`config.mk`:
```
export PLATFORM = sky130hd
export DESIGN_NAME = lap_stopwatch_controller_top
export DESIGN_NICKNAME = d
export VERILOG_FILES = /design/src/rtl/lsc_pkg.sv /design/src/rtl/lsc_debounce.sv /design/src/rtl/lsc_timekeeper.sv /design/src/rtl/lsc_led.sv /design/src/rtl/lap_stopwatch_controller_top.sv
export SDC_FILE = /design/constraint.sdc
export NUM_CORES = 1
export LEC_CHECK = 0
export BUFFER_PORTS_ARGS = -buffer_cell sky130_fd_sc_hd__buf_2
export CELL_PAD_IN_SITES_DETAIL_PLACEMENT = 2
export CELL_PAD_IN_SITES_GLOBAL_PLACEMENT = 2
export CORE_ASPECT_RATIO = 0.8
export CORE_MARGIN = 4
export CORE_UTILIZATION = 42
export CTS_BUF_LIST = sky130_fd_sc_hd__clkbuf_8
export DETAILED_ROUTE_END_ITERATION = 16
export PLACE_DENSITY = 0.95
export SLEW_MARGIN = 10
export SYNTH_ARGS = -nofsm -noshare
export SYNTH_HDL_FRONTEND = slang
export SYNTH_SLANG_ARGS = --single-unit
```
`constraint.sdc`:
```
create_clock -name clk -period 7 [get_ports clk]
set_input_delay 1.05 -clock clk [delete_from_list [all_inputs] [get_ports clk]]
set_output_delay 1.05 -clock clk [all_outputs]
set_load 0.05 [all_outputs]
```
`src/rtl/lsc_pkg.sv`:
```
// Shared types, constants and helpers for the lap stopwatch controller.
// No dependencies; every other file in rtl/ imports this package.
package lsc_pkg;

    localparam int NUM_KEYS  = 3;
    localparam int KEY_START = 0;
    localparam int KEY_CLEAR = 1;
    localparam int KEY_LAP   = 2;

    localparam logic [6:0] MINUTE_LIMIT     = 7'd99;
    localparam logic [5:0] SECOND_LAST      = 6'd59;
    localparam logic [6:0] CENTISECOND_LAST = 7'd99;

    localparam logic [2:0] CHASER_LAST = 3'd5;
    localparam logic [5:0] CHASER_ONE  = 6'h01;
    localparam logic [5:0] CHASER_DARK = 6'h3F;

    // Active-low blinker patterns.
    localparam logic [1:0] BLINK_ODD  = 2'b01;
    localparam logic [1:0] BLINK_EVEN = 2'b10;
    localparam logic [1:0] BLINK_OFF  = 2'b11;

    localparam logic [1:0] MODE_STOPPED = 2'd0;
    localparam logic [1:0] MODE_RUNNING = 2'd1;
    localparam logic [1:0] MODE_PAUSED  = 2'd2;
    localparam logic [1:0] MODE_FROZEN  = 2'd3;

    localparam logic [1:0] CFG_TICKS_PER_CS = 2'd0;
    localparam logic [1:0] CFG_FREEZE_TICKS = 2'd1;
    localparam logic [1:0] CFG_CHASER_TICKS = 2'd2;
    localparam logic [1:0] CFG_DEBOUNCE     = 2'd3;

    localparam logic [15:0] RST_TICKS_PER_CS = 16'd10;
    localparam logic [15:0] RST_FREEZE_TICKS = 16'd3000;
    localparam logic [15:0] RST_CHASER_TICKS = 16'd500;
    localparam logic [7:0]  RST_DEBOUNCE     = 8'd20;

    typedef enum logic [3:0] {
        ST_STOPPED = 4'b0001,
        ST_RUNNING = 4'b0010,
        ST_PAUSED  = 4'b0100,
        ST_FROZEN  = 4'b1000
    } mode_state_t;

    typedef struct packed {
        logic [6:0] minute;
        logic [5:0] second;
        logic [6:0] centisecond;
    } time_t;

    typedef struct packed {
        mode_state_t mode;
        logic        sec_odd;
    } lsc_status_t;

    typedef struct packed {
        logic key_start_pause;
        logic key_clear;
        logic key_lap;
    } in_word_t;

    typedef struct packed {
        logic [1:0] mode;
        logic [6:0] shown_minute;
        logic [5:0] shown_second;
        logic [6:0] shown_centisecond;
        logic [7:0] led_pattern;
    } out_word_t;

    function automatic logic [1:0] mode_code(input mode_state_t st);
        logic [1:0] code;
        unique case (st)
            ST_STOPPED: code = MODE_STOPPED;
            ST_RUNNING: code = MODE_RUNNING;
            ST_PAUSED:  code = MODE_PAUSED;
            ST_FROZEN:  code = MODE_FROZEN;
            default:    code = MODE_STOPPED;
        endcase
        return code;
    endfunction

endpackage

```
`src/rtl/lsc_debounce.sv`:
```
// One key lane: stable-level debounce counter and press detection.
// Depends on lsc_pkg.
module lsc_debounce (
    input  logic       clk,
    input  logic       rst_n,
    input  logic       step,
    input  logic       raw,
    input  logic [7:0] debounce_ticks,
    output logic       fire
);
    import lsc_pkg::*;

    logic       last_reg, last_next;
    logic       stable_reg, stable_next;
    logic [7:0] hold_reg, hold_next;
    logic [7:0] hold_inc;

    assign hold_inc = hold_reg + 8'd1;

    always_comb
    begin
        fire        = 1'b0;
        last_next   = last_reg;
        stable_next = stable_reg;
        hold_next   = hold_reg;
        if (raw == last_reg)
        begin
            if (hold_reg < debounce_ticks)
            begin
                hold_next = hold_inc;
                if (hold_inc >= debounce_ticks)
                begin
                    fire        = !stable_reg && raw;
                    stable_next = raw;
                end
            end
        end
        else
        begin
            last_next = raw;
            hold_next = 8'd0;
        end
    end

    always_ff @(posedge clk or negedge rst_n)
    begin
        if (!rst_n)
        begin
            last_reg   <= 1'b0;
            stable_reg <= 1'b0;
            hold_reg   <= 8'd0;
        end
        else if (step)
        begin
            last_reg   <= last_next;
            stable_reg <= stable_next;
            hold_reg   <= hold_next;
        end
    end

endmodule

```
`src/rtl/lsc_timekeeper.sv`:
```
// Mode machine, running time, lap capture, centisecond divider and freeze timer.
// Depends on lsc_pkg.
module lsc_timekeeper (
    input  logic                     clk,
    input  logic                     rst_n,
    input  logic                     step,
    input  logic [2:0]               press,
    input  logic [15:0]              ticks_per_cs,
    input  logic [15:0]              freeze_ticks,
    output lsc_pkg::lsc_status_t     status,
    output lsc_pkg::time_t           shown
);
    import lsc_pkg::*;

    mode_state_t mode_reg, mode_next;
    time_t       run_reg, run_next;
    time_t       lap_reg, lap_next;
    logic [15:0] div_reg, div_next;
    logic [15:0] freeze_reg, freeze_next;
    logic [15:0] div_inc, freeze_inc;

    assign div_inc = div_reg + 16'd1;

    // Key actions apply in order start/pause, clear, lap; each sees the
    // mode left by the one before it.
    always_comb
    begin
        mode_next   = mode_reg;
        run_next    = run_reg;
        lap_next    = lap_reg;
        freeze_next = freeze_reg;
        div_next    = div_inc;
        freeze_inc  = 16'd0;

        if (press[KEY_START])
        begin
            unique case (mode_next)
                ST_RUNNING: mode_next = ST_PAUSED;
                ST_FROZEN:
                begin
                    freeze_next = 16'd0;
                    mode_next   = ST_PAUSED;
                end
                ST_STOPPED:
                begin
                    run_next  = '0;
                    mode_next = ST_RUNNING;
                end
                ST_PAUSED:  mode_next = ST_RUNNING;
                default:    mode_next = ST_STOPPED;
            endcase
        end

        if (press[KEY_CLEAR] && (mode_next == ST_PAUSED || mode_next == ST_STOPPED))
        begin
            run_next    = '0;
            freeze_next = 16'd0;
            mode_next   = ST_STOPPED;
        end

        if (press[KEY_LAP] && mode_next == ST_RUNNING)
        begin
            lap_next    = run_next;
            freeze_next = 16'd0;
            mode_next   = ST_FROZEN;
        end

        if (div_inc >= ticks_per_cs)
        begin
            div_next = 16'd0;
            if (mode_next == ST_RUNNING || mode_next == ST_FROZEN)
            begin
                if (run_next.centisecond < CENTISECOND_LAST)
                begin
                    run_next.centisecond = run_next.centisecond + 7'd1;
                end
                else
                begin
                    run_next.centisecond = 7'd0;
                    if (run_next.second < SECOND_LAST)
                    begin
                        run_next.second = run_next.second + 6'd1;
                    end
                    else
                    begin
                        run_next.second = 6'd0;
                        if (run_next.minute < MINUTE_LIMIT)
                        begin
                            run_next.minute = run_next.minute + 7'd1;
                        end
                        else
                        begin
                            // Wrapped past the top of the display: stop at zero.
                            run_next  = '0;
                            mode_next = ST_STOPPED;
                        end
                    end
                end
            end
        end

        if (mode_next == ST_FROZEN)
        begin
            freeze_inc = freeze_next + 16'd1;
            if (freeze_inc >= freeze_ticks)
            begin
                freeze_next = 16'd0;
                mode_next   = ST_RUNNING;
            end
            else
            begin
                freeze_next = freeze_inc;
            end
        end
    end

    assign status.mode    = mode_next;
    assign status.sec_odd = run_next.second[0];
    assign shown          = (mode_next == ST_FROZEN) ? lap_next : run_next;

    always_ff @(posedge clk or negedge rst_n)
    begin
        if (!rst_n)
        begin
            mode_reg   <= ST_STOPPED;
            run_reg    <= '0;
            lap_reg    <= '0;
            div_reg    <= 16'd0;
            freeze_reg <= 16'd0;
        end
        else if (step)
        begin
            mode_reg   <= mode_next;
            run_reg    <= run_next;
            lap_reg    <= lap_next;
            div_reg    <= div_next;
            freeze_reg <= freeze_next;
        end
    end

endmodule

```
`src/rtl/lsc_led.sv`:
```
// LED pattern: seconds blinker and six-LED chaser, all active low.
// Depends on lsc_pkg.
module lsc_led (
    input  logic                 clk,
    input  logic                 rst_n,
    input  logic                 step,
    input  lsc_pkg::lsc_status_t status,
    input  logic [15:0]          chaser_ticks,
    output logic [7:0]           led_pattern
);
    import lsc_pkg::*;

    logic [15:0] count_reg, count_next;
    logic [2:0]  pos_reg, pos_next;
    logic [5:0]  lit_reg, lit_next;
    logic [15:0] count_inc;
    logic [2:0]  pos_inc;
    logic [1:0]  blink;

    assign count_inc = count_reg + 16'd1;
    assign pos_inc   = pos_reg + 3'd1;

    always_comb
    begin
        count_next = count_inc;
        pos_next   = pos_reg;
        lit_next   = lit_reg;
        if (count_inc >= chaser_ticks)
        begin
            count_next = 16'd0;
            pos_next   = (pos_inc > CHASER_LAST) ? 3'd0 : pos_inc;
            lit_next   = CHASER_DARK & ~(CHASER_ONE << pos_next);
        end
    end

    always_comb
    begin
        if (status.mode == ST_RUNNING || status.mode == ST_FROZEN)
        begin
            blink = status.sec_odd ? BLINK_ODD : BLINK_EVEN;
        end
        else
        begin
            blink = BLINK_OFF;
        end
    end

    assign led_pattern = {lit_next, blink};

    always_ff @(posedge clk or negedge rst_n)
    begin
        if (!rst_n)
        begin
            count_reg <= 16'd0;
            pos_reg   <= 3'd0;
            lit_reg   <= CHASER_DARK;
        end
        else if (step)
        begin
            count_reg <= count_next;
            pos_reg   <= pos_next;
            lit_reg   <= lit_next;
        end
    end

endmodule

```
`src/rtl/lap_stopwatch_controller_top.sv`:
```
// Top level of the lap stopwatch controller: config registers, input and
// result registers. Depends on lsc_pkg, lsc_debounce, lsc_timekeeper, lsc_led.
//
// Usage: each input word is one timebase tick carrying the raw levels of the
// start/pause, clear and lap keys. Every accepted word produces exactly one
// result word with the mode, the shown time (the lap time while frozen) and
// the active-low LED pattern.
// Both channels use valid/stall; a word moves on a clock edge where valid is
// high and stall is low. An accepted word waits in the input register, is
// processed in a single pass and lands in the result register when it
// advances, which raises out_valid. One word per cycle is sustained while the
// receiver does not stall, as the counters update in that same pass.
// When the receiver stalls, the result register holds its word and the input
// register fills; in_stall rises only when both are occupied.
// Reset (rst_n, asynchronous, active low) stops the watch at 00:00.00, turns
// all LEDs off, clears the key filters and loads the register defaults.
// Configuration is written through cfg_wr_en/cfg_addr/cfg_wdata; the user
// writes it only while no word is in flight; the block does not enforce it.
module lap_stopwatch_controller_top (
    input  logic               clk,
    input  logic               rst_n,
    input  logic               in_valid,
    output logic               in_stall,
    input  lsc_pkg::in_word_t  in_word,
    output logic               out_valid,
    input  logic               out_stall,
    output lsc_pkg::out_word_t out_word,
    input  logic               cfg_wr_en,
    input  logic [1:0]         cfg_addr,
    input  logic [15:0]        cfg_wdata
);
    import lsc_pkg::*;

    logic [15:0] ticks_per_cs_reg;
    logic [15:0] freeze_ticks_reg;
    logic [15:0] chaser_ticks_reg;
    logic [7:0]  debounce_reg;

    logic        s1_valid_reg;
    in_word_t    s1_word_reg;
    logic        out_valid_reg;
    out_word_t   out_word_reg;
    logic        advance;

    logic [2:0]  raw_keys;
    logic [2:0]  press;
    lsc_status_t status;
    time_t       shown;
    logic [7:0]  led_pattern;
    out_word_t   result;

    assign advance  = s1_valid_reg && (!out_valid_reg || !out_stall);
    assign in_stall = s1_valid_reg && !advance;

    always_ff @(posedge clk or negedge rst_n)
    begin
        if (!rst_n)
        begin
            ticks_per_cs_reg <= RST_TICKS_PER_CS;
            freeze_ticks_reg <= RST_FREEZE_TICKS;
            chaser_ticks_reg <= RST_CHASER_TICKS;
            debounce_reg     <= RST_DEBOUNCE;
        end
        else if (cfg_wr_en)
        begin
            unique case (cfg_addr)
                CFG_TICKS_PER_CS: ticks_per_cs_reg <= cfg_wdata;
                CFG_FREEZE_TICKS: freeze_ticks_reg <= cfg_wdata;
                CFG_CHASER_TICKS: chaser_ticks_reg <= cfg_wdata;
                CFG_DEBOUNCE:     debounce_reg     <= cfg_wdata[7:0];
                default:          debounce_reg     <= debounce_reg;
            endcase
        end
    end

    always_ff @(posedge clk or negedge rst_n)
    begin
        if (!rst_n)
        begin
            s1_valid_reg <= 1'b0;
        end
        else if (in_valid && !in_stall)
        begin
            s1_valid_reg <= 1'b1;
        end
        else if (advance)
        begin
            s1_valid_reg <= 1'b0;
        end
    end

    always_ff @(posedge clk)
    begin
        if (in_valid && !in_stall)
        begin
            s1_word_reg <= in_word;
        end
    end

    assign raw_keys[KEY_START] = s1_word_reg.key_start_pause;
    assign raw_keys[KEY_CLEAR] = s1_word_reg.key_clear;
    assign raw_keys[KEY_LAP]   = s1_word_reg.key_lap;

    for (genvar k = 0; k < NUM_KEYS; k++)
    begin : g_key
        lsc_debounce u_debounce (
            .clk            (clk),
            .rst_n          (rst_n),
            .step           (advance),
            .raw            (raw_keys[k]),
            .debounce_ticks (debounce_reg),
            .fire           (press[k])
        );
    end

    lsc_timekeeper u_timekeeper (
        .clk          (clk),
        .rst_n        (rst_n),
        .step         (advance),
        .press        (press),
        .ticks_per_cs (ticks_per_cs_reg),
        .freeze_ticks (freeze_ticks_reg),
        .status       (status),
        .shown        (shown)
    );

    lsc_led u_led (
        .clk          (clk),
        .rst_n        (rst_n),
        .step         (advance),
        .status       (status),
        .chaser_ticks (chaser_ticks_reg),
        .led_pattern  (led_pattern)
    );

    always_comb
    begin
        result.mode              = mode_code(status.mode);
        result.shown_minute      = shown.minute;
        result.shown_second      = shown.second;
        result.shown_centisecond = shown.centisecond;
        result.led_pattern       = led_pattern;
    end

    always_ff @(posedge clk or negedge rst_n)
    begin
        if (!rst_n)
        begin
            out_valid_reg <= 1'b0;
        end
        else if (advance)
        begin
            out_valid_reg <= 1'b1;
        end
        else if (!out_stall)
        begin
            out_valid_reg <= 1'b0;
        end
    end

    always_ff @(posedge clk)
    begin
        if (advance)
        begin
            out_word_reg <= result;
        end
    end

    assign out_valid = out_valid_reg;
    assign out_word  = out_word_reg;

endmodule
```
==> metrics.txt, run 1 <==
largest area contributor in the netlist dfrtp_1; Final Hold Viols 0; Slowest-stage cell, CP o31ai_4; Worst R2R Setup Slack -0.40 ns; Worst VDD drop 0.162 mV; die area 34300 sq um; part of the cycle the worst path needs 106%; final hold slack 0.509 ns; Rows 57; LEAKAGE 7.11 nW; Critical Path AT 7.79 ns; Hold/Removal Path Class reg -> reg; Power Density 310 nW/um^2; Worst-Margin Slew 1.24 ns; Synth cell types 72; total grt overflow 0; die width 206 um; Slew HR 17.1%; Cells after Synth 1355; GR Layer Usage met3 6.91%; launching point of the worst reg2reg path g_key[0].u_debounce.hold_reg[1]; Seq/Total Area, Yosys 43.7%; cell repeated most along the worst path buf_4; CP max stage delay 0.52 ns; Mapped Area 13200 sq um; CTS buffer count 40; Post-synth EDFFs 33; dominant synthesized flop cell dfrtp_1; DR WL/cell 34.5 um; Crit Path Category reg -> reg; P_int 2.78 mW; sw frac 41.4%; most used routing layer met2; Setup crit end kind flop; Hold Path Stages 2; syn_area_per_cell 9.72 sq um; count leader, synth nand2_1; Sink Count 222; Initial Utilization 42.9%; clock network power share 29.2%; Ports 58; H-tree levels 2; initial antenna violation count 2; Commonest cells post-synth nand2_1 (193), dfrtp_1 (165), o21ai_0 (133); top cell type's share of synthesized area 31.4%; Clock Skew 0.0400 ns; drt pass-1 iters 7; clock latency on the worst-skew pair 0.62 ns; IO buf count 57; CTS Hold Buffers Added 0; Critical Path Fanout Max 10; largest net degree at the start of global routing 106; global-route wire length before repair 89.7 mm; Final setup violation count 36; Area contributors post-synth dfrtp_1 (31%), ha_1 (10%), edfxtp_1 (7.5%); Final Power 4.75 mW; ys async rst share 85.1%; Die Height 166 um; Flop pwr share 36.6%; syn nets 1488; fraction of layout cells with a size suffix above 1 21.6%; via/cell ratio 6.82; status complete, but fails checks; fmax 135 MHz; Area Growth Syn to Fin 16.4%; Final Non-Filler Cells 1897; Logic pwr share 34.2%; data required time of the critical path 7.39 ns; Worst Reg-to-Reg Cells 30; Min-Delay Endpoint u_timekeeper.lap_reg[18]; fin nets 1585; initial drt markers 1321; GR Util met2 57.5%; DRC 0; FF-to-FF End out_word[18]; max FFs per register 30; Layout Utilization 50.0%; vias in the first global route 14000; CTS tree yes; Inserted Diodes 0; Total GRT Usage 33.9%; dpl cells 1795; Seq cells post-synth 222; GR Util met1 39.8%; dpl hpwl 33.3 mm; Final WS setup -0.396 ns; Longest Clk Path Bufs 3; net switching power of the design 1.97 mW; Worst-path clk slew 0.08 ns; Core ar. 30700 sq um; Antenna Nets Post-Route 0; RePlAce Congestion 0.844; total vias in the final route 12900; violated checks negative setup slack; Yosys Warn Count 0; CP startpoint kind flop; clk root buf clkbuf_8; hold_sp u_timekeeper.lap_reg[18]; Tmin final 7.40 ns; Detailed Route WL 65.5 mm; Max-cap violations 0; Slew Viols, Final 0
-- placed cells by master (no fill, tap or decap), types with 28 or more instances in the layout --
master      n
edfxtp_1   33
mux2_2     60
nor2_1     68
inv_1      85
buf_4      44
clkbuf_8   51
nand3_1    48
dfrtp_1   160
xnor2_1    32
nand2_1   192
a21oi_1    28
buf_2      56
xor2_1     32
ha_1      100
o21ai_0   130
-- worst max path at each step --
stage	startpoint	endpoint	slack, ns	depth (start not counted)
finish	g_key[0].u_debounce.hold_reg[1]	out_word[18]	-0.40	30
global route	g_key[0].u_debounce.hold_reg[1]	out_word[18]	-0.43	30
global placement	g_key[0].u_debounce.hold_reg[0]	out_word[8]	0.50	29
floorplan	g_key[0].u_debounce.hold_reg[0]	out_word[21]	0.67	31
CTS	g_key[0].u_debounce.hold_reg[1]	out_word[8]	-0.04	30
detailed placement	g_key[2].u_debounce.hold_reg[0]	out_word[8]	-0.30	29
-- worst max-delay path: cells and delay by family, from the launching register on --
family,cells,cell delay (ns)
simple gates,12,2.27
fa+ha+maj,4,1.07
flops,1,0.43
buf+inv,5,0.86
compound gates,7,2.14
xor+xnor,2,0.39
-- power groups by stage --
stage	logic [mW]	clock network (mW)	registers [mW]
final	1.63	1.39	1.74
after CTS	1.44	1.35	1.70
after detailed placement	1.25	0	1.71
after floorplan	0.781	0	1.71
after global routing	1.69	1.45	1.75
after global placement	1.10	0	1.68
-- timing repair --
item,CTS,global route
pin swaps,8,16
resized for setup,28,42
buffers inserted,9,19
endpoints found under the setup margin,38,36
gates cloned,1,0
-- layer usage --
| metal | vias to the layer above | wire length (um) |
|---|---|---|
| met5 | - | 30 |
| met4 | 4 | 5320 |
| met3 | 421 | 4990 |
| met2 | 913 | 31600 |
| met1 | 6548 | 23500 |
| li1 | 5050 | - |
-- per-stage QoR --
stage,cell area [sq um],setup slack (ns),setup TNS (ns)
floorplan,13200,0.672,0
global placement,13900,0.497,0
detailed placement,13900,-0.303,-3.42
CTS,15000,-0.0369,-0.0369
global route,15300,-0.431,-8.01
finish,15300,-0.396,-7.51
-- logic make-up (layout without fill, tap and decap cells) --
family	after synthesis	in the layout	synth area share (%)
and+or+nand+nor	444	444	15.6
adders and majority gates	107	107	10.2
buffers and inverters	124	253	3.63
AOI/OAI and AO/OA	317	317	16.3
muxes	69	69	5.82
DFF	222	222	43.7
xor gates and xnor gates	72	72	4.79
-- area by class of cell --
cell class	count	area (sq um)
Fill cell	3157	15300
Tap cell	413	517
Clock inverter	24	143
Multi-Input combinational cell	1009	7270
Timing Repair Buffer	104	667
Sequential cell	222	5760
Inverter	75	282
Clock buffer	50	688
No activity file was read; power rests on OpenSTA's default activity.
==> inputs of run 2 (changes only) <==
- CELL_PAD_IN_SITES_DETAIL_PLACEMENT: 2 -> 0
- CELL_PAD_IN_SITES_GLOBAL_PLACEMENT: 2 -> 1
- CORE_UTILIZATION: 42 -> 50
- PLACE_DENSITY: 0.95 -> 0.94
- SKIP_LAST_GASP: unset -> 1
==> run 2 against run 1 <==
  * The flow now finishes without violations
  * Sequential power shrank 5%
  * Non-clock buffer count is 27 lower
  * Register-to-register slack gained 0.87 ns
  * Critical path depth up 2
  * Clock power is 16% lower
  * Sequential cell count unchanged
  * First-iteration DRC count shrank 50%
  * Die area fell by 15%
  * Power shrank 16%
  * Routed wire length fell by 53%
  * Core utilization increased by 7.3 points
==> metrics.txt, run 2 (synthesis gave the netlist of run 1 again) <==
RePlAce Congestion 0.900 (+6.6%); Slowest-stage cell, CP dfrtp_1; Sink Count 222 (unchanged); max FFs per register 30 (unchanged); Tmin final 6.53 ns (-0.871 ns); CTS buffer count 38 (-5.0%); Slew HR 42.2% (+25 points); Max-cap violations 0 (unchanged); die area 29000 sq um (-15%); Power Density 272 nW/um^2 (-12%); fin nets 1556 (-1.8%); CTS Hold Buffers Added 0 (unchanged); dpl hpwl 21.5 mm (-36%); global-route wire length before repair 51.7 mm (-42%); Ports 58 (unchanged); hold_sp u_timekeeper.lap_reg[4]; Rows 52 (-8.8%); part of the cycle the worst path needs 93.2% (-12 points); vias in the first global route 10200 (-27%); Worst-Margin Slew 0.864 ns (-0.376 ns); drt pass-1 iters 5 (-2); Setup crit start g_key[0].u_debounce.hold_reg[1]; Worst-path clk slew 0.06 ns (-0.02 ns); Final Hold Viols 0 (unchanged); initial drt markers 660 (-50%); Hold/Removal Path Class reg -> reg; Setup crit end kind flop; Total GRT Usage 21.3% (-13 points); DRC 0 (unchanged); Crit Path Category reg -> reg; data required time of the critical path 7.28 ns (-0.11 ns); clock latency on the worst-skew pair 0.54 ns (-0.08 ns); Critical Path Fanout Max 17 (+7); status finished clean; CP startpoint kind flop; Inserted Diodes 0 (unchanged); launching point of the worst reg2reg path g_key[0].u_debounce.hold_reg[1]; Longest Clk Path Bufs 3 (unchanged); Core ar. 25600 sq um (-16%); Critical Path AT 6.81 ns (-0.98 ns); Slew Viols, Final 0 (unchanged); final hold slack 0.481 ns (-0.0275 ns); fmax 153 MHz (+13%); DR WL/cell 16.9 um (-51%); via/cell ratio 5.73 (-16%); largest net degree at the start of global routing 97 (-8.5%); IO buf count 57 (unchanged); Die Height 153 um (-7.9%); Worst VDD drop 0.129 mV (-20%); die width 189 um (-8.0%); Layout Utilization 57.2% (+7.3 points); Clock Skew 0.0136 ns (-0.0263 ns); commonest non-fill, non-tap cell in the layout nand2_1; commonest non-fill, non-tap cells in the layout nand2_1 (192), dfrtp_1 (164), o21ai_0 (132), ha_1 (106), inv_1 (87); Final setup violation count 0 (-100%); initial antenna violation count 0 (-2); LEAKAGE 6.91 nW (-2.7%); Antenna Nets Post-Route 0 (unchanged); fraction of layout cells with a size suffix above 1 17.4% (-4.2 points); filler cell count 2279 (-28%); Area Growth Syn to Fin 11.4%; Initial Utilization 51.4% (+8.4 points); CTS tree yes; CP max stage delay 0.42 ns (-0.10 ns); cell repeated most along the worst path nor2_1; total vias in the final route 10300 (-20%); total grt overflow 0 (unchanged); clk root buf clkbuf_8; Detailed Route WL 30.6 mm (-53%); H-tree levels 2 (unchanged)
==> run 2: cell count changes in the layout (fill, tap and decap cells not counted), sizes merged <==
cell and change:
inv +3, clkbuf -2, bufinv -1, buf -27, clkinv -4
==> run 2: through the flow <==
step	TNS [ns]	setup slack [ns]	cell area, sq um	instances	power, mW
finish	0	0.474	14700	1804	4.00
global route	-0.0242	-0.0242	14700	1804	4.26
CTS	0	0.182	14600	1800	4.00
detailed placement	0	0.239	13800	1730	2.81
global placement	0	0.455	13800	1730	2.75
floorplan	0	0.672	13200	1355	2.49
==> run 2: metal layers <==
| metal | global-route usage [%] | vias up | part of all wire (%) |
|---|---|---|---|
| li1 | - | 5001 | - |
| met1 | 30.4 | 5027 | 47 |
| met2 | 33.7 | 252 | 46 |
| met3 | 3.78 | 58 | 5.0 |
| met4 | 5.54 | 0 | 2.1 |
| met5 | 0 | - | 0 |
==> run 2: worst max-delay path: cells and delay by family (launching register included) <==
| family | cells | cell delay [ns] |
|---|---|---|
| buffers and inverters | 3 | 0.57 |
| AND/OR/NAND/NOR | 12 | 1.74 |
| AO/OA/AOI/OAI | 11 | 2.10 |
| XOR/XNOR | 2 | 0.39 |
| adder cells (fa/ha/maj) | 4 | 0.99 |
| flip-flops | 1 | 0.42 |
==> run 2: worst paths after layout <==
check | cells after the start | endpoint | slack [ns]
max | 32 | out_word[18] | 0.47
min | 2 | u_timekeeper.lap_reg[4] | 0.48
max reg2reg | 32 | out_word[18] | 0.47
min reg2reg | 2 | u_timekeeper.lap_reg[4] | 0.48
max in group asynchronous | 2 | s1_valid_reg | 5.22
min in group asynchronous | 1 | u_timekeeper.run_reg[7] | 0.60
==> run 2: final cells by class <==
type,instances,area (sq um),area share (%)
sequential,222,5750,39.2
tap,351,439,2.99
inverter,75,282,1.92
clock inverter,22,105,0.717
timing repair buffer,77,449,3.06
clock buffer,48,661,4.50
multi-input combinational,1009,6980,47.6
==> run 2: power by group <==
part	switching, mW	total (mW)	internal (mW)
combinational	0.693	1.16	0.463
clock	0.552	1.17	0.623
sequential	0.145	1.66	1.52
==> run 2: timing repair <==
| item | CTS | global route |
|---|---|---|
| resized for setup | 0 | 11 |
| setup endpoints to repair | 0 | 36 |
| buffers inserted | 0 | 3 |
==> inputs of run 3 (changes only) <==
- PLACE_DENSITY: 0.94 -> 0.93
- SYNTH_HIERARCHICAL: unset -> 1
==> run 3 against run 2 <==
  * Non-clock buffer count increased by 1
  * Register-to-register slack improved by 0.02 ns
  * Hold slack got worse by 0.010 ns
  * Core utilization decreased by 0.91 points
  * Clock power increased by 3%
  * Critical path depth decreased by 3
  * Routed wire length increased by 6.3%
  * Combinational power about the same
  * First-iteration DRC count increased by 15%
  * Critical path type unchanged
  * Largest power group unchanged
==> metrics.txt, run 3 <==
status finished clean; Area Growth Syn to Fin 9.59%; Tmin final 6.50 ns (-0.0214 ns); ys async rst share 85.1% (unchanged); CTS buffer count 38 (unchanged); Total GRT Usage 20.6% (-0.63 points); DRC 0 (unchanged); Setup crit end kind flop; commonest non-fill, non-tap cells in the layout nand2_1 (170), dfrtp_1 (165), inv_1 (120), ha_1 (108), o21ai_0 (82); Worst-Margin Slew 1.10 ns (+0.237 ns); total grt overflow 0 (unchanged); via/cell ratio 5.82 (+1.5%); Initial Utilization 51.4% (about the same); Detailed Route WL 32.5 mm (+6.3%); die width 196 um (+3.7%); Cells after Synth 1434 (+5.8%); Rows 54 (+3.8%); clock latency on the worst-skew pair 0.55 ns (about the same); Fin Setup TNS 0 ns (unchanged); Antenna Nets Post-Route 0 (unchanged); register area 5750 sq um (about the same); postcts setup bufs 0 (unchanged); Final Power 4.16 mW (+4.2%); CP max stage delay 0.47 ns (+0.05 ns); vias in the first global route 10600 (+4.5%); Final WS setup 0.496 ns (+0.0214 ns); H-tree levels 2 (unchanged); Layout Utilization 56.3% (-0.91 points); Ports 58 (unchanged); Slew HR 26.6% (-16 points); Slew Viols, Final 0 (unchanged); die area 31200 sq um (+7.5%); syn_area_per_cell 9.90 sq um (+1.9%); syn nets 1568 (+5.4%); CP Buf/Inv Count 2 (-1); CTS Hold Buffers Added 0 (unchanged); Clock Skew 0.0272 ns (+0.0136 ns); top cell type's share of synthesized area 29.1% (-2.3 points); Commonest cells post-synth nand2_1 (170), dfrtp_1 (165), ha_1 (108); RSZ-0062 raised after global routing no; Synth cell types 99 (+38%); Slowest-stage cell, CP nor4_4; largest net degree at the start of global routing 67 (-31%); RePlAce Congestion 0.855 (-5.0%); initial drt markers 759 (+15%); Power Density 268 nW/um^2 (-1.7%); Area contributors post-synth dfrtp_1 (29%), ha_1 (9.5%), edfxtp_1 (7.0%); initial antenna violation count 0 (unchanged); Post-synth EDFFs 33 (unchanged); combinational family with the most area after synthesis simple AND/OR/NAND/NOR gates; count leader, synth nand2_1; CTS tree yes; total vias in the final route 11000 (+6.0%); post-synthesis mux area share 7.80% (+2.0 points); Final Hold Viols 0 (unchanged); max FFs per register 30 (unchanged); Sink Count 222 (unchanged); fmax 154 MHz (+0.33%); Die Height 159 um (+3.6%); Hold/Removal Path Class reg -> reg; Longest Clk Path Bufs 3 (unchanged); post-placement setup slack 0.365 ns (+0.126 ns); CP startpoint kind flop; fraction of layout cells with a size suffix above 1 19.4% (+2.0 points); global-route wire length before repair 54.5 mm (+5.4%); Mapped Area 14200 sq um (+7.8%); Worst VDD drop 0.199 mV (+54%); LEAKAGE 7.12 nW (+3.0%); xor/xnor share of the synthesized area 4.07% (-0.72 points); filler cell count 2333 (+2.4%); area of the multi-input gates 7700 sq um (+10%); Yosys Warn Count 6 (+6); dominant synthesized flop cell dfrtp_1; Critical Path Fanout Max 16 (-1); cell repeated most along the worst path nor2_1; data required time of the critical path 7.29 ns (about the same); post-synthesis simple-gate area fraction 16.7% (+1.0 points); Final setup violation count 0 (unchanged); Max-cap violations 0 (unchanged); Critical Path AT 6.80 ns (about the same); Adder-Cell Fraction of Synth Area 9.52% (-0.65 points); Synth Area in Compound Gates 16.0% (-0.31 points); Seq/Total Area, Yosys 40.5% (-3.2 points); part of the cycle the worst path needs 92.9% (-0.31 points); IO buf count 57 (unchanged); Inserted Diodes 0 (unchanged); Worst-path clk slew 0.07 ns (about the same); fin nets 1624 (+4.4%); Worst path top cell family by delay simple AND/OR/NAND/NOR gates; commonest non-fill, non-tap cell in the layout nand2_1; dpl hpwl 22.9 mm (+6.4%); drt pass-1 iters 6 (+1); clk root buf clkbuf_8; largest area contributor in the netlist dfrtp_1; Core ar. 27600 sq um (+7.8%); Crit Path Category reg -> reg; Seq cells post-synth 222 (unchanged); DR WL/cell 17.2 um (+1.8%)
-- run 3: cell count changes in the layout (fill, tap and decap cells not counted), sizes merged, moves of 14 or more --
cell,before,now
nand2,193,173
and3,26,9
o2bb2ai,1,18
o21ai,138,85
xor2,37,23
inv,89,121
a21oi,30,50
mux2,60,81
-- run 3: worst register-to-register path, delay by kind of cell, from the launching register on --
family / cells / cell delay (ns)
multiplexers: 1 / 0.34
flip-flops: 1 / 0.45
AND/OR/NAND/NOR: 13 / 2.45
adder cells (fa/ha/maj): 3 / 0.68
XOR/XNOR: 2 / 0.31
buffers and inverters: 2 / 0.38
AO/OA/AOI/OAI: 8 / 1.68
-- run 3: where the power goes --
group	total [mW]	internal (mW)	switching [mW]
registers	1.77	1.53	0.243
clock network	1.21	0.645	0.561
logic	1.19	0.523	0.665
-- run 3: timing repair --
action / in CTS / in global routing
endpoints found under the setup margin: 0 / 33
endpoints found under the hold margin: 0 / 0
resized for setup: 0 / 1
-- run 3: kinds of logic after synthesis --
group / Yosys count
simple gates: 454
compound gates: 314
flops: 222
buf+inv: 171
fa+ha+maj: 108
mux: 99
xor+xnor: 66
-- run 3: layout make-up --
cell class | instances | share of cell area (%)
Clock buffer | 43 | 3.80
Tap cell | 364 | 2.93
Sequential cell | 222 | 37.0
Clock inverter | 27 | 1.17
Multi-Input combinational cell | 1041 | 49.5
Timing Repair Buffer | 78 | 2.90
Inverter | 109 | 2.73
-- run 3: through the flow --
step / std cells / area [sq um] / hold WS, ns
4_1_cts: 1884 / 15500 / 0.478
2_1_floorplan: 1434 / 14200 / 0.443
5_1_grt: 1884 / 15600 / 0.504
3_5_place_dp: 1814 / 14800 / 0.467
6_report: 1884 / 15600 / 0.471
3_3_place_gp: 1814 / 14800 / 0.458
-- run 3: worst paths after layout --
| check | from | to | slack (ns) | cells after the start |
|---|---|---|---|---|
| max | g_key[0].u_debounce/hold_reg[0] | out_word[19] | 0.50 | 29 |
| min | u_led/lit_reg[3] | u_led/lit_reg[3] | 0.47 | 2 |
| max reg2reg | g_key[0].u_debounce/hold_reg[0] | out_word[19] | 0.50 | 29 |
| min reg2reg | u_led/lit_reg[3] | u_led/lit_reg[3] | 0.47 | 2 |
| max in group asynchronous | rst_n | g_key[0].u_debounce/hold_reg[3] | 5.25 | 2 |
| min in group asynchronous | rst_n | u_led/count_reg[11] | 0.49 | 1 |
-- run 3: per-layer routing --
layer | wire, um | GRT usage [%]
met1 | 15600 | 30.9
met3 | 1920 | 3.52
met5 | 0 | 0
met4 | 548 | 5.01
met2 | 14400 | 31.3
